[src/tdei_pkg.sv]
// Package for the text display escape interpreter.
// Holds character codes, parser phase codes, function codes, clear modes, register indexes and parser helpers.
// No dependencies.
package tdei_pkg;

  typedef logic [7:0] char_t;
  typedef logic [2:0] phase_t;
  typedef logic [1:0] func_t;

  // Cell value after reset and after any clear or pad
  localparam char_t EMPTY_CELL = 8'h2E;

  // Stream characters with a meaning to the parser
  localparam char_t CH_NUL    = 8'h00;
  localparam char_t CH_BSLASH = 8'h5C;
  localparam char_t CH_N      = 8'h6E;
  localparam char_t CH_E      = 8'h65;
  localparam char_t CH_LBRACK = 8'h5B;
  localparam char_t CH_SEMI   = 8'h3B;
  localparam char_t CH_H      = 8'h48;
  localparam char_t CH_J      = 8'h4A;

  // Parser phases
  localparam phase_t PH_IDLE   = 3'd0;
  localparam phase_t PH_BSLASH = 3'd1;
  localparam phase_t PH_ESC    = 3'd2;
  localparam phase_t PH_NUM1   = 3'd3;
  localparam phase_t PH_NUM2   = 3'd4;

  // Item functions
  localparam func_t FN_START = 2'd0;
  localparam func_t FN_CHAR  = 2'd1;
  localparam func_t FN_READ  = 2'd2;
  localparam func_t FN_NOP   = 2'd3;

  // Clear modes of the J sequence
  localparam char_t CLR_TO_END   = 8'd0;
  localparam char_t CLR_TO_START = 8'd1;
  localparam char_t CLR_ALL      = 8'd2;

  // Register indexes on the configuration port
  localparam logic [1:0] REG_ROWS    = 2'd0;
  localparam logic [1:0] REG_COLUMNS = 2'd1;
  localparam logic [1:0] REG_STRIDE  = 2'd2;

  localparam logic [7:0] NUM_MAX = 8'd255;

  function automatic logic is_digit(input char_t c);
    return (c >= 8'h30) && (c <= 8'h39);
  endfunction

  function automatic logic is_alpha(input char_t c);
    return ((c >= 8'h41) && (c <= 8'h5A)) || ((c >= 8'h61) && (c <= 8'h7A));
  endfunction

  // Append one decimal digit, saturating at 255
  function automatic logic [7:0] add_digit(input logic [7:0] acc, input char_t c);
    logic [11:0] v;
    v = 12'(acc) * 12'd10 + 12'(c[3:0]);
    return (v > 12'(NUM_MAX)) ? NUM_MAX : v[7:0];
  endfunction

endpackage

[src/tdei_if.sv]
// Valid/ready channel interfaces for the input and result items.
// Depends on tdei_pkg for the field types.
interface tdei_in_if;
  logic                valid;
  logic                ready;
  tdei_pkg::func_t     func;
  tdei_pkg::char_t     char_code;
  logic [6:0]          cell_address;

  modport source (output valid, func, char_code, cell_address, input ready);
  modport sink   (input valid, func, char_code, cell_address, output ready);
endinterface

interface tdei_out_if;
  logic                valid;
  logic                ready;
  tdei_pkg::char_t     read_data;
  logic [6:0]          cursor_pos;

  modport source (output valid, read_data, cursor_pos, input ready);
  modport sink   (input valid, read_data, cursor_pos, output ready);
endinterface

[src/tdei_ram.sv]
// Generic single-port RAM with registered read data.
// No dependencies.
module tdei_ram #(
  parameter int WIDTH = 8,
  parameter int DEPTH = 80
) (
  input  logic                     clk,
  input  logic                     we,
  input  logic [$clog2(DEPTH)-1:0] addr,
  input  logic [WIDTH-1:0]         wdata,
  output logic [WIDTH-1:0]         rdata
);

  logic [WIDTH-1:0] mem [DEPTH];

  // Write or read one word per cycle
  always_ff @(posedge clk) begin
    if (we) begin
      mem[addr] <= wdata;
    end
    rdata <= mem[addr];
  end

endmodule

[src/tdei_rem.sv]
// Iterative restoring remainder unit, one quotient bit per cycle.
// Shared by the wrap check and the newline pad. No dependencies.
module tdei_rem #(
  parameter int W = 7
) (
  input  logic         clk,
  input  logic         rst,
  input  logic         start,
  input  logic [W-1:0] dividend,
  input  logic [W-1:0] divisor,
  output logic         done,
  output logic [W-1:0] remainder
);

  localparam int CNTW = $clog2(W + 1);

  logic            busy;
  logic [CNTW-1:0] cnt;
  logic [W-1:0]    acc;
  logic [W-1:0]    shf;
  logic [W-1:0]    dsr;
  logic [W:0]      shifted;

  assign shifted   = {acc, shf[W-1]};
  assign remainder = acc;

  // Shift in one dividend bit and subtract where it fits
  always_ff @(posedge clk) begin
    if (rst) begin
      busy <= 1'b0;
      done <= 1'b0;
      cnt  <= '0;
    end else begin
      done <= 1'b0;
      if (start) begin
        busy <= 1'b1;
        cnt  <= '0;
        acc  <= '0;
        shf  <= dividend;
        dsr  <= divisor;
      end else if (busy) begin
        if (shifted >= {1'b0, dsr}) begin
          acc <= W'(shifted - {1'b0, dsr});
        end else begin
          acc <= shifted[W-1:0];
        end
        shf <= {shf[W-2:0], 1'b0};
        cnt <= cnt + 1'b1;
        if (cnt == CNTW'(W - 1)) begin
          busy <= 1'b0;
          done <= 1'b1;
        end
      end
    end
  end

endmodule

[src/text_display_escape_interpreter.sv]
// Character display store with cursor and escape sequence interpreter.
// An in-range read passes S_READ and a cursor move S_HOME before S_EMIT; start, nop and
// other escape steps go straight to S_EMIT; a plain char and a newline pad first wait on
// the remainder unit, and a clear goes one cell per cycle through the single RAM port.
// One item at a time; the next is taken once the previous result is registered.
// Reset: synchronous; a clearing pass fills the store with '.'.
module text_display_escape_interpreter #(
  parameter int CAPACITY = 80
) (
  input  logic        clk,
  input  logic        rst,
  input  logic        psel,
  input  logic        penable,
  input  logic        pwrite,
  input  logic [3:0]  paddr,
  input  logic [31:0] pwdata,
  output logic [31:0] prdata,
  output logic        pready,
  tdei_in_if.sink     in_item,
  tdei_out_if.source  out_item
);
  import tdei_pkg::*;

  localparam int AW = $clog2(CAPACITY);
  localparam int CW = $clog2(CAPACITY + 2);
  localparam int DW = (CW > 7) ? CW : 7;
  localparam int HW = DW + 4;
  localparam int XW = CW + 7;

  localparam logic [3:0] S_IDLE   = 4'd0;
  localparam logic [3:0] S_READ   = 4'd1;
  localparam logic [3:0] S_PMOD   = 4'd2;
  localparam logic [3:0] S_PADMOD = 4'd3;
  localparam logic [3:0] S_PAD    = 4'd4;
  localparam logic [3:0] S_CLR    = 4'd5;
  localparam logic [3:0] S_HOME   = 4'd6;
  localparam logic [3:0] S_EMIT   = 4'd7;

  // Control and parser state
  logic [3:0]    state, state_next;
  logic [CW-1:0] cursor, cursor_next;
  phase_t        phase, phase_next;
  logic [7:0]    first_num, first_num_next;
  logic [7:0]    second_num, second_num_next;
  logic [AW-1:0] ptr, ptr_next;
  logic [AW-1:0] last, last_next;
  logic          sweep_emit, sweep_emit_next;
  logic [DW-1:0] pad_rem, pad_rem_next;
  char_t         res_data, res_data_next;
  logic          out_valid;
  char_t         out_data;
  logic [CW-1:0] out_cursor;

  // Configuration
  logic [2:0] rows_r;
  logic [6:0] cols_r;
  logic [6:0] stride_r;

  // Shared units
  logic          ram_we;
  logic [AW-1:0] ram_addr;
  char_t         ram_wdata;
  char_t         ram_rdata;
  logic          div_start;
  logic [DW-1:0] div_dividend;
  logic          div_done;
  logic [DW-1:0] div_rem;

  // Effective configuration
  logic [2:0]    rows_eff;
  logic [DW-1:0] cols_eff;
  logic [DW-1:0] stride_eff;

  // Helper values
  logic [DW:0]   wrap_sum;
  logic [DW:0]   pad_rem_inc;
  logic [CW:0]   cursor_inc;
  logic [2:0]    n_c;
  logic [6:0]    m_c;
  logic [HW-1:0] home_pos;
  logic          out_free;
  logic          do_plain;
  char_t         c;

  assign rows_eff   = (rows_r == 3'd0) ? 3'd1 : rows_r;
  assign cols_eff   = (cols_r == 7'd0) ? DW'(1) : DW'(cols_r);
  assign stride_eff = (stride_r == 7'd0) ? DW'(CAPACITY) : DW'(stride_r);

  assign c           = in_item.char_code;
  assign wrap_sum    = (DW + 1)'(cursor) + (DW + 1)'(stride_eff) - (DW + 1)'(cols_eff);
  assign pad_rem_inc = (DW + 1)'(pad_rem) + 1'b1;
  assign cursor_inc  = (CW + 1)'(cursor) + 1'b1;
  assign out_free    = !out_valid || out_item.ready;

  // Clamp the cursor position numbers of the H sequence
  always_comb begin
    if (first_num < 8'd1) begin
      n_c = 3'd1;
    end else if (first_num > 8'(rows_eff)) begin
      n_c = rows_eff;
    end else begin
      n_c = first_num[2:0];
    end
    if (second_num < 8'd1) begin
      m_c = 7'd1;
    end else if (second_num > 8'(cols_eff)) begin
      m_c = cols_eff[6:0];
    end else begin
      m_c = second_num[6:0];
    end
    home_pos = HW'((n_c - 3'd1) * stride_eff) + HW'(m_c) - HW'(1);
  end

  // Configuration port
  assign pready = 1'b1;

  always_ff @(posedge clk) begin
    if (rst) begin
      rows_r   <= 3'd4;
      cols_r   <= 7'd5;
      stride_r <= 7'd20;
    end else if (psel && penable && pwrite) begin
      case (paddr[3:2])
        REG_ROWS:    rows_r   <= pwdata[2:0];
        REG_COLUMNS: cols_r   <= pwdata[6:0];
        REG_STRIDE:  stride_r <= pwdata[6:0];
        default: ;
      endcase
    end
  end

  always_comb begin
    case (paddr[3:2])
      REG_ROWS:    prdata = 32'(rows_r);
      REG_COLUMNS: prdata = 32'(cols_r);
      REG_STRIDE:  prdata = 32'(stride_r);
      default:     prdata = '0;
    endcase
  end

  // Sequencer
  always_comb begin
    state_next      = state;
    cursor_next     = cursor;
    phase_next      = phase;
    first_num_next  = first_num;
    second_num_next = second_num;
    ptr_next        = ptr;
    last_next       = last;
    sweep_emit_next = sweep_emit;
    pad_rem_next    = pad_rem;
    res_data_next   = res_data;
    ram_we          = 1'b0;
    ram_addr        = cursor[AW-1:0];
    ram_wdata       = EMPTY_CELL;
    div_start       = 1'b0;
    div_dividend    = DW'(cursor);
    do_plain        = 1'b0;

    case (state)
      S_IDLE: begin
        ram_addr = AW'(in_item.cell_address);
        if (in_item.valid) begin
          res_data_next = '0;
          state_next    = S_EMIT;
          case (in_item.func)
            FN_START: begin
              cursor_next = '0;
              phase_next  = PH_IDLE;
            end
            FN_READ: begin
              if (XW'(in_item.cell_address) < XW'(CAPACITY)) begin
                state_next = S_READ;
              end
            end
            FN_CHAR: begin
              case (phase)
                PH_BSLASH: begin
                  phase_next = PH_IDLE;
                  if (c == CH_N) begin
                    div_start    = 1'b1;
                    div_dividend = DW'(cursor);
                    state_next   = S_PADMOD;
                  end else if (c == CH_E) begin
                    phase_next = PH_ESC;
                  end
                end
                PH_ESC: begin
                  if (c == CH_LBRACK) begin
                    first_num_next  = 8'd0;
                    second_num_next = 8'd1;
                    phase_next      = PH_NUM1;
                  end else begin
                    phase_next = PH_IDLE;
                    do_plain   = 1'b1;
                  end
                end
                PH_NUM1, PH_NUM2: begin
                  if (is_digit(c)) begin
                    if (phase == PH_NUM1) begin
                      first_num_next = add_digit(first_num, c);
                    end else begin
                      second_num_next = add_digit(second_num, c);
                    end
                  end else if (c == CH_SEMI && phase == PH_NUM1) begin
                    second_num_next = 8'd0;
                    phase_next      = PH_NUM2;
                  end else if (is_alpha(c)) begin
                    phase_next = PH_IDLE;
                    if (c == CH_H) begin
                      state_next = S_HOME;
                    end else if (c == CH_J) begin
                      sweep_emit_next = 1'b1;
                      case (first_num)
                        CLR_TO_END: begin
                          if (cursor < CW'(CAPACITY)) begin
                            ptr_next   = cursor[AW-1:0];
                            last_next  = AW'(CAPACITY - 1);
                            state_next = S_CLR;
                          end
                        end
                        CLR_TO_START: begin
                          ptr_next   = '0;
                          last_next  = (cursor < CW'(CAPACITY)) ? cursor[AW-1:0]
                                                                : AW'(CAPACITY - 1);
                          state_next = S_CLR;
                        end
                        CLR_ALL: begin
                          ptr_next   = '0;
                          last_next  = AW'(CAPACITY - 1);
                          state_next = S_CLR;
                        end
                        default: ;
                      endcase
                    end
                  end else begin
                    phase_next = PH_IDLE;
                    do_plain   = 1'b1;
                  end
                end
                default: begin
                  phase_next = PH_IDLE;
                  do_plain   = 1'b1;
                end
              endcase

              // Store a plain character and start the wrap check; a NUL, a backslash or a full store is not written
              if (do_plain) begin
                if (c == CH_NUL) begin
                  state_next = S_EMIT;
                end else if (c == CH_BSLASH) begin
                  phase_next = PH_BSLASH;
                end else if (cursor >= CW'(CAPACITY)) begin
                  cursor_next = CW'(CAPACITY);
                end else begin
                  ram_we       = 1'b1;
                  ram_addr     = cursor[AW-1:0];
                  ram_wdata    = c;
                  cursor_next  = cursor_inc[CW-1:0];
                  div_start    = 1'b1;
                  div_dividend = DW'(cursor_inc);
                  state_next   = S_PMOD;
                end
              end
            end
            default: ;
          endcase
        end
      end

      S_READ: begin
        res_data_next = ram_rdata;
        state_next    = S_EMIT;
      end

      // Jump to the next row start when the column count is reached
      S_PMOD: begin
        if (div_done) begin
          if (div_rem == cols_eff) begin
            if (wrap_sum > (DW + 1)'(CAPACITY)) begin
              cursor_next = CW'(CAPACITY);
            end else begin
              cursor_next = CW'(wrap_sum);
            end
          end
          state_next = S_EMIT;
        end
      end

      S_PADMOD: begin
        if (div_done) begin
          pad_rem_next = div_rem;
          state_next   = S_PAD;
        end
      end

      // Pad one cell per cycle up to the next row start or the end of the store
      S_PAD: begin
        ram_addr = cursor[AW-1:0];
        ram_we   = cursor < CW'(CAPACITY);
        if (pad_rem_inc == (DW + 1)'(stride_eff)) begin
          pad_rem_next = '0;
        end else begin
          pad_rem_next = pad_rem_inc[DW-1:0];
        end
        if (cursor_inc >= (CW + 1)'(CAPACITY)) begin
          cursor_next = CW'(CAPACITY);
          state_next  = S_EMIT;
        end else begin
          cursor_next = cursor_inc[CW-1:0];
          if (pad_rem_inc == (DW + 1)'(stride_eff)) begin
            state_next = S_EMIT;
          end
        end
      end

      // Clear one cell per cycle over the sweep range
      S_CLR: begin
        ram_we   = 1'b1;
        ram_addr = ptr;
        if (ptr == last) begin
          state_next = sweep_emit ? S_EMIT : S_IDLE;
        end else begin
          ptr_next = ptr + 1'b1;
        end
      end

      S_HOME: begin
        if (home_pos > HW'(CAPACITY)) begin
          cursor_next = CW'(CAPACITY);
        end else begin
          cursor_next = CW'(home_pos);
        end
        state_next = S_EMIT;
      end

      S_EMIT: begin
        if (out_free) begin
          state_next = S_IDLE;
        end
      end

      default: state_next = S_IDLE;
    endcase
  end

  // Sequencer registers; reset starts the clearing pass
  always_ff @(posedge clk) begin
    if (rst) begin
      state      <= S_CLR;
      cursor     <= '0;
      phase      <= PH_IDLE;
      first_num  <= '0;
      second_num <= '0;
      ptr        <= '0;
      last       <= AW'(CAPACITY - 1);
      sweep_emit <= 1'b0;
    end else begin
      state      <= state_next;
      cursor     <= cursor_next;
      phase      <= phase_next;
      first_num  <= first_num_next;
      second_num <= second_num_next;
      ptr        <= ptr_next;
      last       <= last_next;
      sweep_emit <= sweep_emit_next;
    end
  end

  always_ff @(posedge clk) begin
    pad_rem  <= pad_rem_next;
    res_data <= res_data_next;
  end

  // Output register
  always_ff @(posedge clk) begin
    if (rst) begin
      out_valid <= 1'b0;
    end else if (state == S_EMIT && out_free) begin
      out_valid <= 1'b1;
    end else if (out_item.ready) begin
      out_valid <= 1'b0;
    end
  end

  always_ff @(posedge clk) begin
    if (state == S_EMIT && out_free) begin
      out_data   <= res_data;
      out_cursor <= cursor;
    end
  end

  assign in_item.ready       = (state == S_IDLE);
  assign out_item.valid      = out_valid;
  assign out_item.read_data  = out_data;
  assign out_item.cursor_pos = 7'(out_cursor);

  tdei_ram #(
    .WIDTH (8),
    .DEPTH (CAPACITY)
  ) u_cells (
    .clk   (clk),
    .we    (ram_we),
    .addr  (ram_addr),
    .wdata (ram_wdata),
    .rdata (ram_rdata)
  );

  tdei_rem #(
    .W (DW)
  ) u_rem (
    .clk       (clk),
    .rst       (rst),
    .start     (div_start),
    .dividend  (div_dividend),
    .divisor   (stride_eff),
    .done      (div_done),
    .remainder (div_rem)
  );

endmodule

[src/flat_wrapper.sv]
// flat-port wrapper written by rule: the top's interface ports become plain ports
module text_display_escape_interpreter_flat import tdei_pkg::*;
#(
  parameter int CAPACITY = 80
)
  (clk, rst, psel, penable, pwrite, paddr, pwdata, prdata, pready, in_item_valid, in_item_func, in_item_char_code, in_item_cell_address, in_item_ready, out_item_valid, out_item_read_data, out_item_cursor_pos, out_item_ready);
  tdei_in_if in_item_i ();
  tdei_out_if out_item_i ();
  input  logic clk;
  input  logic rst;
  input  logic psel;
  input  logic penable;
  input  logic pwrite;
  input  logic [3:0] paddr;
  input  logic [31:0] pwdata;
  output logic [31:0] prdata;
  output logic pready;
  input wire logic [$bits(in_item_i.valid)-1:0] in_item_valid;
  input wire logic [$bits(in_item_i.func)-1:0] in_item_func;
  input wire logic [$bits(in_item_i.char_code)-1:0] in_item_char_code;
  input wire logic [$bits(in_item_i.cell_address)-1:0] in_item_cell_address;
  output wire logic [$bits(in_item_i.ready)-1:0] in_item_ready;
  output wire logic [$bits(out_item_i.valid)-1:0] out_item_valid;
  output wire logic [$bits(out_item_i.read_data)-1:0] out_item_read_data;
  output wire logic [$bits(out_item_i.cursor_pos)-1:0] out_item_cursor_pos;
  input wire logic [$bits(out_item_i.ready)-1:0] out_item_ready;
  assign in_item_i.valid = in_item_valid;
  assign in_item_i.func = in_item_func;
  assign in_item_i.char_code = in_item_char_code;
  assign in_item_i.cell_address = in_item_cell_address;
  assign in_item_ready = in_item_i.ready;
  assign out_item_valid = out_item_i.valid;
  assign out_item_read_data = out_item_i.read_data;
  assign out_item_cursor_pos = out_item_i.cursor_pos;
  assign out_item_i.ready = out_item_ready;
  text_display_escape_interpreter #(.CAPACITY(CAPACITY)) u_core (.clk(clk), .rst(rst), .psel(psel), .penable(penable), .pwrite(pwrite), .paddr(paddr), .pwdata(pwdata), .prdata(prdata), .pready(pready), .in_item(in_item_i), .out_item(out_item_i));
endmodule
[config.mk]
export PLATFORM = sky130hd
export DESIGN_NAME = text_display_escape_interpreter_flat
export DESIGN_NICKNAME = d
export VERILOG_FILES = /design/src/tdei_pkg.sv /design/src/tdei_if.sv /design/src/tdei_ram.sv /design/src/tdei_rem.sv /design/src/text_display_escape_interpreter.sv /design/src/flat_wrapper.sv
export SDC_FILE = /design/constraint.sdc
export NUM_CORES = 1
export LEC_CHECK = 0
export BUFFER_PORTS_ARGS = -buffer_cell sky130_fd_sc_hd__buf_2
export CAP_MARGIN = 20
export CORE_MARGIN = 3
export CORE_UTILIZATION = 27
export DETAILED_ROUTE_END_ITERATION = 8
export GPL_ROUTABILITY_DRIVEN = 0
export GPL_TIMING_DRIVEN = 0
export PLACE_DENSITY_LB_ADDON = 0.15
export SLEW_MARGIN = 15
export SYNTH_ARGS = -nofsm -noshare
export SYNTH_HDL_FRONTEND = slang
export SYNTH_SLANG_ARGS = --single-unit
[constraint.sdc]
create_clock -name clk -period 7.3 [get_ports clk]
set_clock_uncertainty 0.2 [all_clocks]
set_input_delay 0.73 -clock clk [delete_from_list [all_inputs] [get_ports clk]]
set_output_delay 0.73 -clock clk [all_outputs]
set_load 0.03 [all_outputs]
==> metrics.cfg <==
[worst_setup_path]
startpoint = u_core.cols_r[6]$_SDFFE_PP0P_
cp_num_buf_inv = 5
cpPeakStageDelay_ns = 0.51
regToRegEndpoint = u_core.cursor[2]$_SDFFE_PP0P_
arrival_ns = 7.46
r2r-start = u_core.cols_r[6]$_SDFFE_PP0P_
critPathKind = register to register
worstSetupStartpointType = register
r2r_slack_ns = 0.20
setup.worst_path.end_class = register
crit_family = compound AO/OA/AOI/OAI gates
slowest_stage = fa_1
ff2ff_path_depth = 34
cp_max_fo = 4
cp_data_required_time_ns = 7.66

[sta]
finalSetupViolCount = 0
maxSlewHeadroom = 0.1995
finalHoldViolCount = 0
setup_tns_ns = 0
fmax_mhz = 140.8
drv_slew = 0
fin_crit_sh = 0.9727
min_period_ns = 7.100
rsz0062_at_grt = true
setup_slack_ns = 0.1996
worst_pin_slew_ns = 1.201

[global_routing]
overflow = 0
grt_pass1_vias = 23490
antenna_found_initial = 8
grt_start_max_net_pins = 63
grt_use_total = 0.1882
grt_pass1_wl_um = 182800

[place]
post-place-ws_ns = -1.733
dp.final_hpwl_um = 89950
port_buffers = 54

[route]
drt_first_pass_iters = 7
num_vias = 24250
drc = 0
wl_per_cell_um = 27.03
drt_wl_total_um = 131000
drt_iter0_drc = 2449
vias_per_cell = 5.004
ant_nets = 0

[layout]
fillCellCount = 13150
final_cell_mix = edfxtp_1 (691), mux2i_1 (251), nand2_1 (235)
layout.nets = 3216
area_growth_pct = 17.43
final_common_cell = edfxtp_1
drive_above_1_share = 0.1281

[die]
io_pins = 110
die_area_um2 = 137200
start_util = 0.2723
fp.dieW_um = 370.4
row_count = 133
core_area_um2 = 131600
die_h_um = 370.4

[power_and_ir_drop]
vdd_drop_max_mv = 0.1939
p_leak_nw = 16.29
power_density_nw_per_um2 = 387.5

[cts]
cts_tree = done
clkSinkCount = 766
cts_root_buf = clkbuf_16
cts.path.max_buffers = 3
clk_pin_slew_ns = 0.06
cts_inserted_buffers = 87
insertion_delay_ns = 0.69
h-tree-depth = 3
cts_hold_buf = 0

[worst_hold_path]
holdPathEnd = u_core.stride_r[4]$_SDFFE_PP1P_
min_from = pwdata[4]
holdPathStages = 2
hp-class = primary input to register

[logic_synthesis]
synth_area_per_cell_um2 = 12.77
ys_warn_count = 0
dominantRegCellSynth = edfxtp_1
yosysSeqAreaShare = 0.6208
syn_area_um2 = 35850
ys_seq_elements = 766
synth-async-reset-ratio = 0
syn_inst = 2806
synth_edf_count = 691
synth_cell_type_count = 89

[status]
status = finished clean

[job]
max_cap_viol_count = 0

-- logic make-up (layout without fill, tap and decap cells) --
group | Yosys count | after routing | share of synthesized area
buffers and inverters | 304 | 548 | 0.03738
DFF | 766 | 766 | 0.6208
AOI/OAI and AO/OA | 525 | 525 | 0.09861
other | 2 | 44 | 0.0002095
xor gates and xnor gates | 79 | 79 | 0.01930
muxes | 264 | 264 | 0.07456
adders and majority gates | 134 | 134 | 0.05536
and+or+nand+nor | 732 | 732 | 0.09383
-- sequential cells by signal (all words and copies together), names as in the netlist, 8 cells and up --
| name | cells |
|---|---|
| u_core.first_num | 8 |
| u_core.u_cells.mem | 640 |
| u_core.u_cells.rdata | 8 |
| u_core.second_num | 8 |
| u_core.out_item.read_data | 8 |
| u_core.res_data | 8 |
-- report_power, final --
part,switching (mW),internal (mW),leakage [nW]
clock network,1.90,2.45,1.36
logic,5.13,1.75,7.05
registers,0.0950,4.99,7.88
total,7.12,9.19,16.3
-- worst max-delay path by stage --
stage	to	slack [ns]	cells past startpoint
finish	u_core.cursor[2]$_SDFFE_PP0P_	0.20	34
global route	u_core.cursor[2]$_SDFFE_PP0P_	-0.13	34
detailed placement	u_core.cursor[2]$_SDFFE_PP0P_	-1.73	30
global placement	u_core.cursor[2]$_SDFFE_PP0P_	-2.19	30
floorplan	u_core.cursor[2]$_SDFFE_PP0P_	0.04	32
CTS	u_core.cursor[2]$_SDFFE_PP0P_	0.005	33
-- cells in the mapped netlist, types with 50 or more instances --
library cell | instances | share of area
buf_2 | 53 | 0.0074
nand2_1 | 240 | 0.025
clkbuf_1 | 80 | 0.0084
o22ai_1 | 84 | 0.015
nor2_1 | 232 | 0.024
mux2i_1 | 251 | 0.070
nor3_1 | 50 | 0.0070
dfxtp_1 | 75 | 0.042
o21ai_0 | 75 | 0.010
ha_1 | 93 | 0.032
inv_1 | 129 | 0.014
edfxtp_1 | 691 | 0.58
xnor2_1 | 54 | 0.013
a21oi_1 | 140 | 0.020
-- layout make-up --
cell class                      count  area [µm²]  share of cell area
Buffer                            175       858.3             0.02039
Clock inverter                     44       401.6            0.009541
Multi-Input combinational cell   1777       12810              0.3043
Timing Repair Buffer               86       690.7             0.01641
Tap cell                         1755        2196             0.05217
Sequential cell                   766       22270              0.5291
Clock buffer                      114        2380             0.05653
Antenna cell                        1       2.502          0.00005945
Inverter                          129       484.2             0.01150
-- worst register-to-register path, delay by kind of cell, from the launching register on --
family                   cells  cell delay [ns]
adder cells (fa/ha/maj)      6             1.98
AND/OR/NAND/NOR              6             0.87
AO/OA/AOI/OAI               16             2.83
flip-flops                   1             0.36
multiplexers                 1             0.29
buffers and inverters        5             0.46
-- metrics by stage --
step / power (mW) / area (µm²) / cells / utilization / hold slack, ns
finish: 16.31 / 42090 / 4847 / 0.3198 / 0.09690
global route: 16.75 / 42090 / 4846 / 0.3198 / 0.07946
CTS: 16.21 / 41920 / 4840 / 0.3185 / 0.05283
detailed placement: 11.76 / 38840 / 4670 / 0.2950 / 0.2052
global placement: 11.73 / 38470 / 4656 / 0.2922 / 0.2014
floorplan: 8.528 / 36000 / 2847 / - / 0.2003
-- metal layers --
| layer | GRT usage | routed length, µm | vias to the layer above |
|---|---|---|---|
| li1 | - | - | 10860 |
| met1 | 0.2676 | 60580 | 12360 |
| met2 | 0.2918 | 58150 | 822 |
| met3 | 0.03309 | 8351 | 204 |
| met4 | 0.05667 | 3909 | 0 |
| met5 | 0 | 0 | - |
-- what timing repair did --
item / 4_1_cts / 5_1_grt
endpoints found under the setup margin: 7 / 7
pin swaps: 14 / 27
gates cloned: 0 / 0
hold endpoints to repair: 0 / 0
buffers inserted: 12 / 4
resized for setup: 47 / 26
(Power assumes the default switching activity.)
